### src/zsd_pkg.sv
// ----------------------------------------------------------------------------
// zsd_pkg
// Shared types, constants and codes of the ZNCC stereo disparity block.
// ----------------------------------------------------------------------------
package zsd_pkg;

   localparam int MAX_WIDTH  = 512;
   localparam int MAX_HEIGHT = 512;
   localparam int WIN        = 9;
   localparam int MAX_DISP   = 64;
   localparam int N_PIX      = WIN * WIN;

   localparam int PIX_W      = 8;
   localparam int POS_W      = 9;
   localparam int DIM_W      = 10;
   localparam int DISP_W     = 7;
   localparam int CSR_IDX_W  = 2;
   localparam int CSR_DATA_W = 10;
   localparam int N_CELLS    = 5;

   localparam int WIN_W  = $clog2(WIN);
   localparam int ADDR_W = $clog2(MAX_WIDTH * MAX_HEIGHT);
   localparam int XW     = $clog2(MAX_WIDTH + 2 * MAX_DISP + WIN + 1024) + 1;
   localparam int YW     = $clog2(MAX_HEIGHT + WIN + 1024);
   localparam int ACC_W  = $clog2(N_PIX * 255 * 255 + 1);
   localparam int MW     = $clog2(longint'(N_PIX) * N_PIX * 255 * 255 + 1);

   localparam logic OP_LOAD  = 1'b0;
   localparam logic OP_QUERY = 1'b1;

   typedef enum logic [CSR_IDX_W-1:0] {
      CSR_IMAGE_WIDTH,
      CSR_IMAGE_HEIGHT,
      CSR_MAX_DISPARITY,
      CSR_CROSS_CHECK_LIMIT
   } csr_index_type;

   typedef enum logic [2:0] {
      SEL_A,
      SEL_B,
      SEL_AA,
      SEL_BB,
      SEL_AB
   } cell_sel_type;

   typedef enum logic [2:0] {
      ST_IDLE,
      ST_LAUNCH,
      ST_DRAIN,
      ST_SCORE,
      ST_RESP
   } top_state_type;

   typedef enum logic [3:0] {
      SC_IDLE,
      SC_SASB,
      SC_SASA,
      SC_SBSB,
      SC_CHECK,
      SC_N2,
      SC_PP,
      SC_LHS,
      SC_RHS,
      SC_CMP,
      SC_TAKE
   } score_state_type;

   typedef struct packed {
      logic              op;
      logic [POS_W-1:0]  col;
      logic [POS_W-1:0]  row;
      logic [PIX_W-1:0]  image0_pixel;
      logic [PIX_W-1:0]  image1_pixel;
   } req_type;

   typedef struct packed {
      logic [DISP_W-1:0] disparity;
      logic              consistent;
   } rsp_type;

   typedef struct packed {
      logic [PIX_W-1:0] a;
      logic [PIX_W-1:0] b;
   } pix_pair_type;

   typedef struct packed {
      logic                 start;
      logic signed [XW-1:0] xa;
      logic signed [XW-1:0] xb;
      logic [YW-1:0]        y;
   } fetch_cmd_type;

   typedef struct packed {
      logic              clear;
      logic              start;
      logic [DISP_W-1:0] d;
   } score_cmd_type;

endpackage

### src/zsd_cell.sv
// ----------------------------------------------------------------------------
// zsd_cell
// One accumulation cell of the window chain: adds its own term of the pixel
// pair and hands the pair on to the next cell.
// ----------------------------------------------------------------------------
module zsd_cell import zsd_pkg::*; (
   input  logic               clock,
   input  logic               reset,
   input  cell_sel_type       sel,
   input  logic               clr,
   input  logic               in_valid,
   input  pix_pair_type       in_pair,
   output logic               out_valid,
   output pix_pair_type       out_pair,
   output logic [ACC_W-1:0]   acc
);

   logic               out_valid_ff;
   pix_pair_type       out_pair_ff;
   logic [ACC_W-1:0]   acc_ff;
   logic [ACC_W-1:0]   acc_in;
   logic [PIX_W-1:0]   op_x;
   logic [PIX_W-1:0]   op_y;
   logic [2*PIX_W-1:0] term;

   always_comb begin
      case (sel)
         SEL_A: begin
            op_x = in_pair.a;
            op_y = PIX_W'(1);
         end
         SEL_B: begin
            op_x = in_pair.b;
            op_y = PIX_W'(1);
         end
         SEL_AA: begin
            op_x = in_pair.a;
            op_y = in_pair.a;
         end
         SEL_BB: begin
            op_x = in_pair.b;
            op_y = in_pair.b;
         end
         SEL_AB: begin
            op_x = in_pair.a;
            op_y = in_pair.b;
         end
         default: begin
            op_x = in_pair.a;
            op_y = PIX_W'(1);
         end
      endcase
      term = (2*PIX_W)'(op_x) * (2*PIX_W)'(op_y);
      acc_in = acc_ff;
      if (clr) begin
         acc_in = '0;
      end else if (in_valid) begin
         acc_in = acc_ff + ACC_W'(term);
      end
   end

   always_ff @(posedge clock) begin
      if (reset) begin
         out_valid_ff <= 1'b0;
      end else begin
         out_valid_ff <= in_valid;
      end
   end

   always_ff @(posedge clock) begin
      out_pair_ff <= in_pair;
      acc_ff      <= acc_in;
   end

   assign out_valid = out_valid_ff;
   assign out_pair  = out_pair_ff;
   assign acc       = acc_ff;

endmodule

### config.mk
export PLATFORM = sky130hd
export DESIGN_NAME = zsd_cell
export DESIGN_NICKNAME = d
export VERILOG_FILES = /design/src/zsd_pkg.sv /design/src/zsd_cell.sv
export SDC_FILE = /design/constraint.sdc
export NUM_CORES = 1
export LEC_CHECK = 0
export ABC_CLOCK_PERIOD_IN_PS = 6050
export BUFFER_PORTS_ARGS = -buffer_cell sky130_fd_sc_hd__clkbuf_2
export CAP_MARGIN = 10
export CORE_ASPECT_RATIO = 1.2
export CORE_MARGIN = 5
export CORE_UTILIZATION = 40
export CTS_CLUSTER_SIZE = 16
export DETAILED_ROUTE_END_ITERATION = 8
export GPL_ROUTABILITY_DRIVEN = 0
export REMOVE_ABC_BUFFERS = 1
export SYNTH_ARGS = -nofsm -noshare
export SYNTH_HDL_FRONTEND = slang
export SYNTH_SLANG_ARGS = --single-unit
### constraint.sdc
create_clock -name clock -period 6.05 [get_ports clock]
set_input_delay 0 -clock clock [delete_from_list [all_inputs] [get_ports clock]]
set_output_delay 0 -clock clock [all_outputs]
set_load 0.01 [all_outputs]
==> impl_metrics.py <==
metrics = {
    "yosys": {
        "yosysTopAreaCell": "fa_1",
        "yosysUniqueCellTypes": 55,
        "synth_area_leaders": "fa_1 23%, dfxtp_1 18%, ha_1 12%",
        "synth_flop_cell": "dfxtp_1",
        "syn_inst": 498,
        "yosysMostFrequentCell": "inv_1",
        "synth.top_cell.area_share": 0.230,
        "ys_seq_area_frac": 0.184,
        "synth_commonest_cells": "99 x inv_1, 64 x nor2_1, 50 x fa_1",
        "synth_area_um2": 4340,
        "synth.avg_cell_area_um2": 8.72,
        "ys_seq_elements": 40,
        "async_flop_share": 0,
        "synth-edff-count": 0,
        "yosysWarnings": 0,
    },
    "power": {
        "power_density_nw_per_um2": 294,
        "p_leak_uw": 0.00266,
        "irDropWorstVdd_mv": 0.141,
        "total_power_uw": 1490,
    },
    "floorplanning": {
        "ios": 63,
        "die_h_um": 124,
        "initial_utilization": 0.411,
        "rows": 41,
        "die_area_um2": 13100,
        "core_region_area_um2": 10600,
        "fp.dieW_um": 105,
    },
    "global_route": {
        "grt.total_usage": 0.162,
        "grt_pass1_wl_mm": 17.3,
        "grt_overflow": 0,
        "grt_pass1_vias": 3623,
        "antenna_found_initial": 0,
        "grt_max_degree": 34,
    },
    "setup_path": {
        "rrSetupSlack_ps": 1560,
        "cpPeakStageDelay_ps": 560,
        "critPathArrivalTime_ps": 5620,
        "worstSetupStartpointType": "input pin",
        "cp_common_cell": "fa_1",
        "endpoint_kind": "register",
        "crit_type": "input pin to register",
        "required_ps": 6240,
        "critPathBufInv": 5,
        "crit_chain": "dlygate4sd3_1, clkbuf_2, mux2i_1, nor2_1, a21oi_1, or2_2, fa_1, fa_1, inv_1, fa_1, inv_1, fa_1, inv_1, ha_1, a21oi_4, o21ai_2, o211a_1, o311a_1, or3_1, a32o_1",
        "cp_max_fo": 8,
        "critPathTopFamily": "adder cells",
        "cp_slowest_cell": "fa_1",
    },
    "outcome": {
        "status": "completed",
    },
    "clocking": {
        "cts_max_path_buffers": 2,
        "h-tree-depth": 2,
        "numCtsBuffers": 5,
        "cts_setup_buffers": 0,
        "cts_sinks": 40,
        "cts_tree": "yes",
        "cts-root-buf": "clkbuf_16",
        "clk_latency_ps": 290,
        "clk_pin_slew_worst_paths_ps": 60,
    },
    "timing": {
        "hold_viol": 0,
        "hold_slack_ps": 333,
        "skew_ps": 8.75,
        "clock.fmax_mhz": 184,
        "finalMaxSlewViolations": 0,
        "setup_viol": 0,
        "rsz0062_at_grt": "false",
        "fin_crit_sh": 0.898,
        "tightest_slew_ps": 721,
        "final.min_clock_period_ps": 5430,
        "max_slew_margin": 0.519,
        "finalWorstSetupSlack_ps": 620,
        "tns_ps": 0,
    },
    "place": {
        "port_buffers": 62,
        "hpwl_mm": 8.41,
        "pre_cts_slack_ps": 418,
    },
    "job": {
        "drv_cap": 0,
    },
    "cells_and_area": {
        "finalCoreUtilization": 0.479,
        "antenna_cells": 0,
        "final_nets": 691,
        "fillers": 1039,
        "drive_gt1_frac": 0.161,
        "multi_input_comb_area_um2": 3070,
        "syn2layout_area_growth_pct": 16.6,
        "register_area_um2": 801,
    },
    "detailed_routing": {
        "drc": 0,
        "wl_mm": 10.3,
        "viasPerCell": 5.05,
        "first_pass_iters": 4,
        "antenna_left": 0,
        "via_count": 3564,
        "drtIter0Drc": 79,
        "avgRoutedWirePerCell_um": 14.6,
    },
    "hold_path": {
        "hold_class": "input pin to register",
    },
}
[kinds of logic (layout without fill, tap and decap cells)]
| group | Yosys count | in the layout | synth area share |
|---|---|---|---|
| AO/OA/AOI/OAI | 69 | 69 | 0.118 |
| adder cells (fa/ha/maj) | 91 | 91 | 0.349 |
| AND/OR/NAND/NOR | 155 | 155 | 0.171 |
| buffers and inverters | 112 | 191 | 0.109 |
| flip-flops | 40 | 40 | 0.184 |
| multiplexers | 22 | 22 | 0.0516 |
| XOR/XNOR | 9 | 9 | 0.0181 |
[worst paths after layout]
path                            startpoint       to  cells after the start
worst max-delay path            in_pair[6]  acc[16]                     20
worst min-delay path                   clr   acc[0]                      2
worst max register to register      acc[7]  acc[16]                     15
worst min register to register      acc[4]   acc[4]                      2
[cell usage in the layout, fill, tap and decap left out, drive strengths merged, types with 6 or more instances in the layout]
| master | instances |
|---|---|
| a211oi | 6 |
| a21o | 8 |
| a21oi | 14 |
| buf | 6 |
| clkbuf | 67 |
| dfxtp | 40 |
| dlygate4sd3 | 17 |
| fa | 50 |
| ha | 41 |
| inv | 99 |
| mux2i | 19 |
| nand2 | 26 |
| nand2b | 13 |
| nand3 | 10 |
| nor2 | 64 |
| nor3 | 8 |
| o21ai | 8 |
| or2 | 10 |
[registers in the layout (all words and copies together), names as in the netlist]
signal	count
acc	23
out_pair	16
out_valid	1
[layer usage]
layer  global-route usage  vias up  part of all wire
li1                     -     1769                 -
met1                0.191     1718              0.42
met2                0.298       62              0.53
met3               0.0264       15             0.032
met4               0.0520        0             0.017
met5                    0        -                 0
[through the flow]
stage | cell area, um^2 | std cells
final | 5070 | 706
after global routing | 5070 | 706
after CTS | 5070 | 706
after detailed placement | 4760 | 682
after global placement | 4760 | 682
after floorplan | 4240 | 485
[report_power, final]
group          total, uW  internal (uW)  switching, uW  leakage, uW
clock network        264            150            114    0.0000657
registers            329            299           30.6     0.000331
logic                898            380            518      0.00227
total               1490            829            663      0.00266
[repair_timing]
item                                   in CTS  in global routing
resized for setup                           0                  0
endpoints found under the hold margin      17                  0
hold buffers                               17                  0
[final cells by class]
cell class	count	share of cell area
inverters	99	0.0734
multi-input cells	346	0.606
clock buffers	5	0.0247
clock inverters	2	0.00247
repair buffers	85	0.104
well taps	129	0.0319
flip-flops and latches	40	0.158
Power figures use the tool's default switching activity.
