## src/zsd_pkg.sv

```systemverilog
// ----------------------------------------------------------------------------
// zsd_pkg
// Shared types, constants and codes of the ZNCC stereo disparity block.
// ----------------------------------------------------------------------------
package zsd_pkg;

   localparam int MAX_WIDTH  = 512;
   localparam int MAX_HEIGHT = 512;
   localparam int WIN        = 9;
   localparam int MAX_DISP   = 64;
   localparam int N_PIX      = WIN * WIN;

   localparam int PIX_W      = 8;
   localparam int POS_W      = 9;
   localparam int DIM_W      = 10;
   localparam int DISP_W     = 7;
   localparam int CSR_IDX_W  = 2;
   localparam int CSR_DATA_W = 10;
   localparam int N_CELLS    = 5;

   localparam int WIN_W  = $clog2(WIN);
   localparam int ADDR_W = $clog2(MAX_WIDTH * MAX_HEIGHT);
   localparam int XW     = $clog2(MAX_WIDTH + 2 * MAX_DISP + WIN + 1024) + 1;
   localparam int YW     = $clog2(MAX_HEIGHT + WIN + 1024);
   localparam int ACC_W  = $clog2(N_PIX * 255 * 255 + 1);
   localparam int MW     = $clog2(longint'(N_PIX) * N_PIX * 255 * 255 + 1);

   localparam logic OP_LOAD  = 1'b0;
   localparam logic OP_QUERY = 1'b1;

   typedef enum logic [CSR_IDX_W-1:0] {
      CSR_IMAGE_WIDTH,
      CSR_IMAGE_HEIGHT,
      CSR_MAX_DISPARITY,
      CSR_CROSS_CHECK_LIMIT
   } csr_index_type;

   typedef enum logic [2:0] {
      SEL_A,
      SEL_B,
      SEL_AA,
      SEL_BB,
      SEL_AB
   } cell_sel_type;

   typedef enum logic [2:0] {
      ST_IDLE,
      ST_LAUNCH,
      ST_DRAIN,
      ST_SCORE,
      ST_RESP
   } top_state_type;

   typedef enum logic [3:0] {
      SC_IDLE,
      SC_SASB,
      SC_SASA,
      SC_SBSB,
      SC_CHECK,
      SC_N2,
      SC_PP,
      SC_LHS,
      SC_RHS,
      SC_CMP,
      SC_TAKE
   } score_state_type;

   typedef struct packed {
      logic              op;
      logic [POS_W-1:0]  col;
      logic [POS_W-1:0]  row;
      logic [PIX_W-1:0]  image0_pixel;
      logic [PIX_W-1:0]  image1_pixel;
   } req_type;

   typedef struct packed {
      logic [DISP_W-1:0] disparity;
      logic              consistent;
   } rsp_type;

   typedef struct packed {
      logic [PIX_W-1:0] a;
      logic [PIX_W-1:0] b;
   } pix_pair_type;

   typedef struct packed {
      logic                 start;
      logic signed [XW-1:0] xa;
      logic signed [XW-1:0] xb;
      logic [YW-1:0]        y;
   } fetch_cmd_type;

   typedef struct packed {
      logic              clear;
      logic              start;
      logic [DISP_W-1:0] d;
   } score_cmd_type;

endpackage

```

## src/zsd_score.sv

```systemverilog
// ----------------------------------------------------------------------------
// zsd_score
// Correlation scoring: forms numerator and variances from the window sums,
// compares against the best so far by exact cross-multiplication on one
// shared multiplier, and keeps the winning disparity.
// ----------------------------------------------------------------------------
module zsd_score import zsd_pkg::*; (
   input  logic               clock,
   input  logic               reset,
   input  score_cmd_type      cmd,
   input  logic [ACC_W-1:0]   sa,
   input  logic [ACC_W-1:0]   sb,
   input  logic [ACC_W-1:0]   saa,
   input  logic [ACC_W-1:0]   sbb,
   input  logic [ACC_W-1:0]   sab,
   output logic               busy,
   output logic [DISP_W-1:0]  best
);

   score_state_type      state_ff;
   score_state_type      state_in;
   logic                 have_ff;
   logic [DISP_W-1:0]    best_ff;
   logic [DISP_W-1:0]    d_ff;
   logic [2*MW-1:0]      t_ff;
   logic signed [MW:0]   num_ff;
   logic [MW-1:0]        pa_ff;
   logic [MW-1:0]        pb_ff;
   logic [2*MW-1:0]      n2_ff;
   logic [2*MW-1:0]      pp_ff;
   logic [2*MW-1:0]      bn2_ff;
   logic [2*MW-1:0]      bpp_ff;
   logic [2*MW-1:0]      prod_ff;
   logic [4*MW-1:0]      lhs_ff;
   logic [4*MW-1:0]      rhs_ff;
   logic [2:0]           part_ff;
   logic [1:0]           sh_ff;

   logic [MW-1:0]        nsab;
   logic [MW-1:0]        nsaa;
   logic [MW-1:0]        nsbb;
   logic signed [MW:0]   num_calc;
   logic [MW-1:0]        pa_calc;
   logic [MW-1:0]        pb_calc;
   logic [2*MW-1:0]      src1;
   logic [2*MW-1:0]      src2;
   logic [MW-1:0]        mul_x;
   logic [MW-1:0]        mul_y;
   logic [2*MW-1:0]      prod;
   logic [4*MW-1:0]      addend;

   always_comb begin
      nsab     = MW'(N_PIX) * MW'(sab);
      nsaa     = MW'(N_PIX) * MW'(saa);
      nsbb     = MW'(N_PIX) * MW'(sbb);
      num_calc = $signed({1'b0, nsab}) - $signed({1'b0, t_ff[MW-1:0]});
      pa_calc  = nsaa - t_ff[MW-1:0];
      pb_calc  = nsbb - t_ff[MW-1:0];

      src1 = (state_ff == SC_RHS) ? bn2_ff : n2_ff;
      src2 = (state_ff == SC_RHS) ? pp_ff : bpp_ff;

      case (state_ff)
         SC_SASB: begin
            mul_x = MW'(sa);
            mul_y = MW'(sb);
         end
         SC_SASA: begin
            mul_x = MW'(sa);
            mul_y = MW'(sa);
         end
         SC_SBSB: begin
            mul_x = MW'(sb);
            mul_y = MW'(sb);
         end
         SC_N2: begin
            mul_x = num_ff[MW-1:0];
            mul_y = num_ff[MW-1:0];
         end
         SC_PP: begin
            mul_x = pa_ff;
            mul_y = pb_ff;
         end
         SC_LHS, SC_RHS: begin
            mul_x = part_ff[0] ? src1[2*MW-1:MW] : src1[MW-1:0];
            mul_y = part_ff[1] ? src2[2*MW-1:MW] : src2[MW-1:0];
         end
         default: begin
            mul_x = '0;
            mul_y = '0;
         end
      endcase
      prod = (2*MW)'(mul_x) * (2*MW)'(mul_y);

      case (sh_ff)
         2'd0:    addend = (4*MW)'(prod_ff);
         2'd1:    addend = (4*MW)'(prod_ff) << MW;
         default: addend = (4*MW)'(prod_ff) << (2*MW);
      endcase
   end

   always_comb begin
      state_in = state_ff;
      case (state_ff)
         SC_IDLE: begin
            if (cmd.start) begin
               state_in = SC_SASB;
            end
         end
         SC_SASB:  state_in = SC_SASA;
         SC_SASA:  state_in = SC_SBSB;
         SC_SBSB:  state_in = SC_CHECK;
         SC_CHECK: begin
            if (num_ff <= 0 || pa_ff == '0 || pb_calc == '0) begin
               state_in = SC_IDLE;
            end else begin
               state_in = SC_N2;
            end
         end
         SC_N2:    state_in = SC_PP;
         SC_PP:    state_in = have_ff ? SC_LHS : SC_TAKE;
         SC_LHS: begin
            if (part_ff == 3'd4) begin
               state_in = SC_RHS;
            end
         end
         SC_RHS: begin
            if (part_ff == 3'd4) begin
               state_in = SC_CMP;
            end
         end
         SC_CMP:   state_in = (lhs_ff > rhs_ff) ? SC_TAKE : SC_IDLE;
         SC_TAKE:  state_in = SC_IDLE;
         default:  state_in = SC_IDLE;
      endcase
   end

   always_ff @(posedge clock) begin
      if (reset) begin
         state_ff <= SC_IDLE;
         have_ff  <= 1'b0;
         best_ff  <= '0;
      end else begin
         state_ff <= state_in;
         if (cmd.clear) begin
            have_ff <= 1'b0;
            best_ff <= '0;
         end else if (state_ff == SC_TAKE) begin
            have_ff <= 1'b1;
            best_ff <= d_ff;
         end
      end
   end

   always_ff @(posedge clock) begin
      case (state_ff)
         SC_IDLE: begin
            if (cmd.start) begin
               d_ff <= cmd.d;
            end
         end
         SC_SASB: begin
            t_ff <= prod;
         end
         SC_SASA: begin
            num_ff <= num_calc;
            t_ff   <= prod;
         end
         SC_SBSB: begin
            pa_ff <= pa_calc;
            t_ff  <= prod;
         end
         SC_CHECK: begin
            pb_ff <= pb_calc;
         end
         SC_N2: begin
            n2_ff <= prod;
         end
         SC_PP: begin
            pp_ff   <= prod;
            lhs_ff  <= '0;
            rhs_ff  <= '0;
            part_ff <= '0;
         end
         SC_LHS, SC_RHS: begin
            prod_ff <= prod;
            sh_ff   <= 2'(part_ff[0]) + 2'(part_ff[1]);
            if (part_ff != 3'd0) begin
               if (state_ff == SC_LHS) begin
                  lhs_ff <= lhs_ff + addend;
               end else begin
                  rhs_ff <= rhs_ff + addend;
               end
            end
            part_ff <= (part_ff == 3'd4) ? 3'd0 : part_ff + 3'd1;
         end
         SC_TAKE: begin
            bn2_ff <= n2_ff;
            bpp_ff <= pp_ff;
         end
         default: begin
         end
      endcase
   end

   assign busy = (state_ff != SC_IDLE);
   assign best = best_ff;

endmodule

```

## config.mk

```make
export PLATFORM = sky130hd
export DESIGN_NAME = zsd_score
export DESIGN_NICKNAME = d
export VERILOG_FILES = /design/src/zsd_pkg.sv /design/src/zsd_score.sv
export SDC_FILE = /design/constraint.sdc
export NUM_CORES = 2
export LEC_CHECK = 0
export ABC_CLOCK_PERIOD_IN_PS = 34100
export BUFFER_PORTS_ARGS = -buffer_cell sky130_fd_sc_hd__clkbuf_2
export CAP_MARGIN = 30
export CORE_MARGIN = 3
export CORE_UTILIZATION = 35
export DETAILED_ROUTE_END_ITERATION = 8
export PLACE_DENSITY = 0.61
export SLEW_MARGIN = 25
export SYNTH_ARGS = -nofsm -noshare
export SYNTH_HDL_FRONTEND = slang
export SYNTH_SLANG_ARGS = --single-unit
```

## constraint.sdc

```tcl
create_clock -name clock -period 34.1 [get_ports clock]
set_input_delay 3.41 -clock clock [delete_from_list [all_inputs] [get_ports clock]]
set_output_delay 3.41 -clock clock [all_outputs]
set_load 0.1 [all_outputs]
```

==> reports/qor.csv <==
metric,value,unit
status,finished with violations,
violations,DRC,
worstMarginPinSlew,1.09,ns
cts.sink_count,663,
syn-num-nets,10600,
worst_path_most_repeated_cell,fa_1,
post-route-period-util,36.9,%
syn_area_per_cell,9.26,µm²
p_clk_share,20.6,%
final_hold_viol_count,0,
multiInputGateArea,54400,µm²
stdcell_area,87600,µm²
crit_fanout,17,
area_growth,8.34,%
slew_headroom,27.0,%
detail-route-antenna-nets,0,
numCtsBuffers,74,
report.final.slew_viol_count,0,
ir_drop,0.0817,mV
clk_pin_slew,0.07,ns
synth_compound_area_share,12.9,%
yosysSeqAreaShare,24.5,%
antenna_found_initial,21,
cts_setup_buffers,0,
clkLatencyLatePin,0.70,ns
rr_worst_depth,34,
nFillCells,23000,
drive_above_1_share,6.32,%
cts_hold_buf,0,
start_util,35.4,%
h-tree-depth,3,
cp.required,34.52,ns
routed_via_density,5.63,
grt_usage,24.8,%
layout.cells.non_filler,11800,
dpl_cell_area,84900,µm²
period_needed,12.58,ns
die_width,487,µm
finalSetupViolCount,0,
max_stage_delay,0.93,ns
die-area,237000,µm²
synth-xor-area-share,3.76,%
p_comb_share,53.9,%
synth_top_family_by_area,adder cells,
die-height,487,µm
overflow,0,
place.gp.congestion,1.01,
yosys.area.top_type,edfxtp_1,
hold_path_class,flop to flop,
finClkSkew,0.0478,ns
synth_cells,8729,
crit_arrival,13.00,ns
power_density,48.2,nW/µm²
synthesis.area,80800,µm²
cts_buffer_depth,3,
yosys.area_share.adder,34.2,%
drtIter0Drc,7107,
cts_resized,0,
fmax,79.5,MHz
rows,175,
p_switching,1.85,mW
cts_root_buffer,clkbuf_16,
dr.pass1.iters,9,
synthMuxAreaShare,2.28,%
min_path_cells,0,
criticalPathCategory,input port to flop,
yosys_warnings,0,
regArea,19800,µm²
async_reset_ff_share,0,%
wirelength,298000,µm
fin_setup_tns,0,ns
grt_pass1_wl,439000,µm
p_leak,39.8,nW
fin_nets,10500,
dp_hpwl,241000,µm
io_pins,134,
yosysTopAreaCellShare,24.2,%
post-route-drc-count,4,
routedWlPerCell,25.4,µm
start_kind,input port,
rsz0062_at_grt,false,
cp_slowest_cell,o21a_1,
synthFlopType,edfxtp_1,
switching_share,43.8,%
synth.distinct_cells,112,
vias,66200,
synth_edf_count,651,
crit_path_end_kind,flop,
portBuffers,133,
dp.cells,11600,
ys_ff_latch,663,
first_global_vias,66300,
grt_max_degree,157,
synth_simple_gate_area_share,13.9,%
pwr-share-seq,25.5,%
max_cap_violations,0,
cts_tree,done,
p_int,2.37,mW
core_area,229000,µm²
ys_top_cells_by_area,"edfxtp_1 (24%), fa_1 (20%), ha_1 (14%)",
[cells in the mapped netlist (22+ instances only)]
cell / number
inv_1: 1384
ha_1: 895
nor2_1: 882
nand2_1: 843
fa_1: 822
edfxtp_1: 651
a21oi_1: 528
clkbuf_1: 303
o21ai_0: 269
a21o_1: 236
xnor2_1: 235
nand4_1: 171
xor2_1: 112
and2_1: 100
o21bai_1: 97
nor3_1: 91
mux2i_1: 85
nand3_1: 75
nor2b_1: 66
o21a_1: 66
nand2b_1: 63
a31oi_1: 56
buf_2: 41
mux4_2: 37
and3_1: 34
nor4_1: 33
a222oi_1: 31
a22o_1: 29
o31ai_1: 27
or3_1: 27
a211oi_1: 26
buf_1: 24
a21boi_0: 22
and4_1: 22
[power groups by stage]
stage / combinational, mW / sequential, mW / clock, mW
2_1_floorplan: 1.50 / 1.07 / 0
3_3_place_gp: 2.18 / 1.09 / 0
3_5_place_dp: 2.22 / 1.09 / 0
4_1_cts: 2.24 / 1.08 / 0.877
5_1_grt: 2.52 / 1.08 / 0.910
6_report: 2.27 / 1.08 / 0.869
[cell families after synthesis]
logic type | after synthesis
adders and majority gates | 1717
buffers and inverters | 1773
xor gates and xnor gates | 347
and+or+nand+nor | 2487
AOI/OAI and AO/OA | 1606
muxes | 136
DFF | 663
[area by class of cell]
type | count | share of cell area, %
Inverter | 1387 | 5.95
Antenna cell | 13 | 0.0372
Multi-Input combinational cell | 6293 | 62.2
Clock inverter | 47 | 0.713
Tap cell | 3009 | 4.30
Clock buffer | 86 | 2.19
Timing Repair Buffer | 269 | 2.04
Sequential cell | 663 | 22.6
[final timing paths]
check,start,slack (ns),end
min,n2_ff[1],0.44,bn2_ff[1]
min reg2reg,n2_ff[1],0.44,bn2_ff[1]
max reg2reg,state_ff[3],21.78,n2_ff[56]
max,sa[10],21.52,n2_ff[56]
[registers in the layout (all words and copies together), names as in the netlist]
register / flops
have_ff: 1
pb_ff: 29
state_ff: 4
t_ff: 29
d_ff: 7
lhs_ff: 116
bpp_ff: 58
rhs_ff: 116
pa_ff: 29
part_ff: 3
n2_ff: 58
sh_ff: 2
best: 7
num_ff: 30
pp_ff: 58
bn2_ff: 58
prod_ff: 58
[worst max-delay path, delay by kind of cell]
family	cells	cell delay [ns]
muxes	1	0.12
buffers and inverters	6	0.52
and+or+nand+nor	3	0.51
xor gates and xnor gates	1	0.12
adders and majority gates	9	4.29
AOI/OAI and AO/OA	11	4.01
[cells in the final DEF (no fill, tap or decap), types with 110 or more instances in the layout]
cell type,count
inv_1,1383
clkbuf_2,134
a21oi_1,523
xor2_1,110
xnor2_1,231
buf_4,125
a21o_1,236
o21ai_0,264
nand2_1,843
nand4_1,171
nor2_1,879
edfxtp_1,651
fa_1,822
ha_1,895
[layer usage]
metal  share of wire [%]  vias up  GRT usage (%)
met2                  44     3281           38.6
met5               0.012        -              0
met4                 5.8        6           12.3
met1                  41    33000           32.7
li1                    -    29300              -
met3                 9.3      671           5.45
[per-stage QoR]
stage	utilization, %	power, mW	setup slack (ns)	hold WS, ns
3_3_place_gp	37.1	3.28	21.06	0.423
5_1_grt	38.3	4.50	21.15	0.451
4_1_cts	38.3	4.20	21.66	0.435
3_5_place_dp	37.1	3.31	20.96	0.431
6_report	38.3	4.22	21.52	0.437
2_1_floorplan	-	2.57	22.50	0.420
Power figures use the tool's default switching activity.
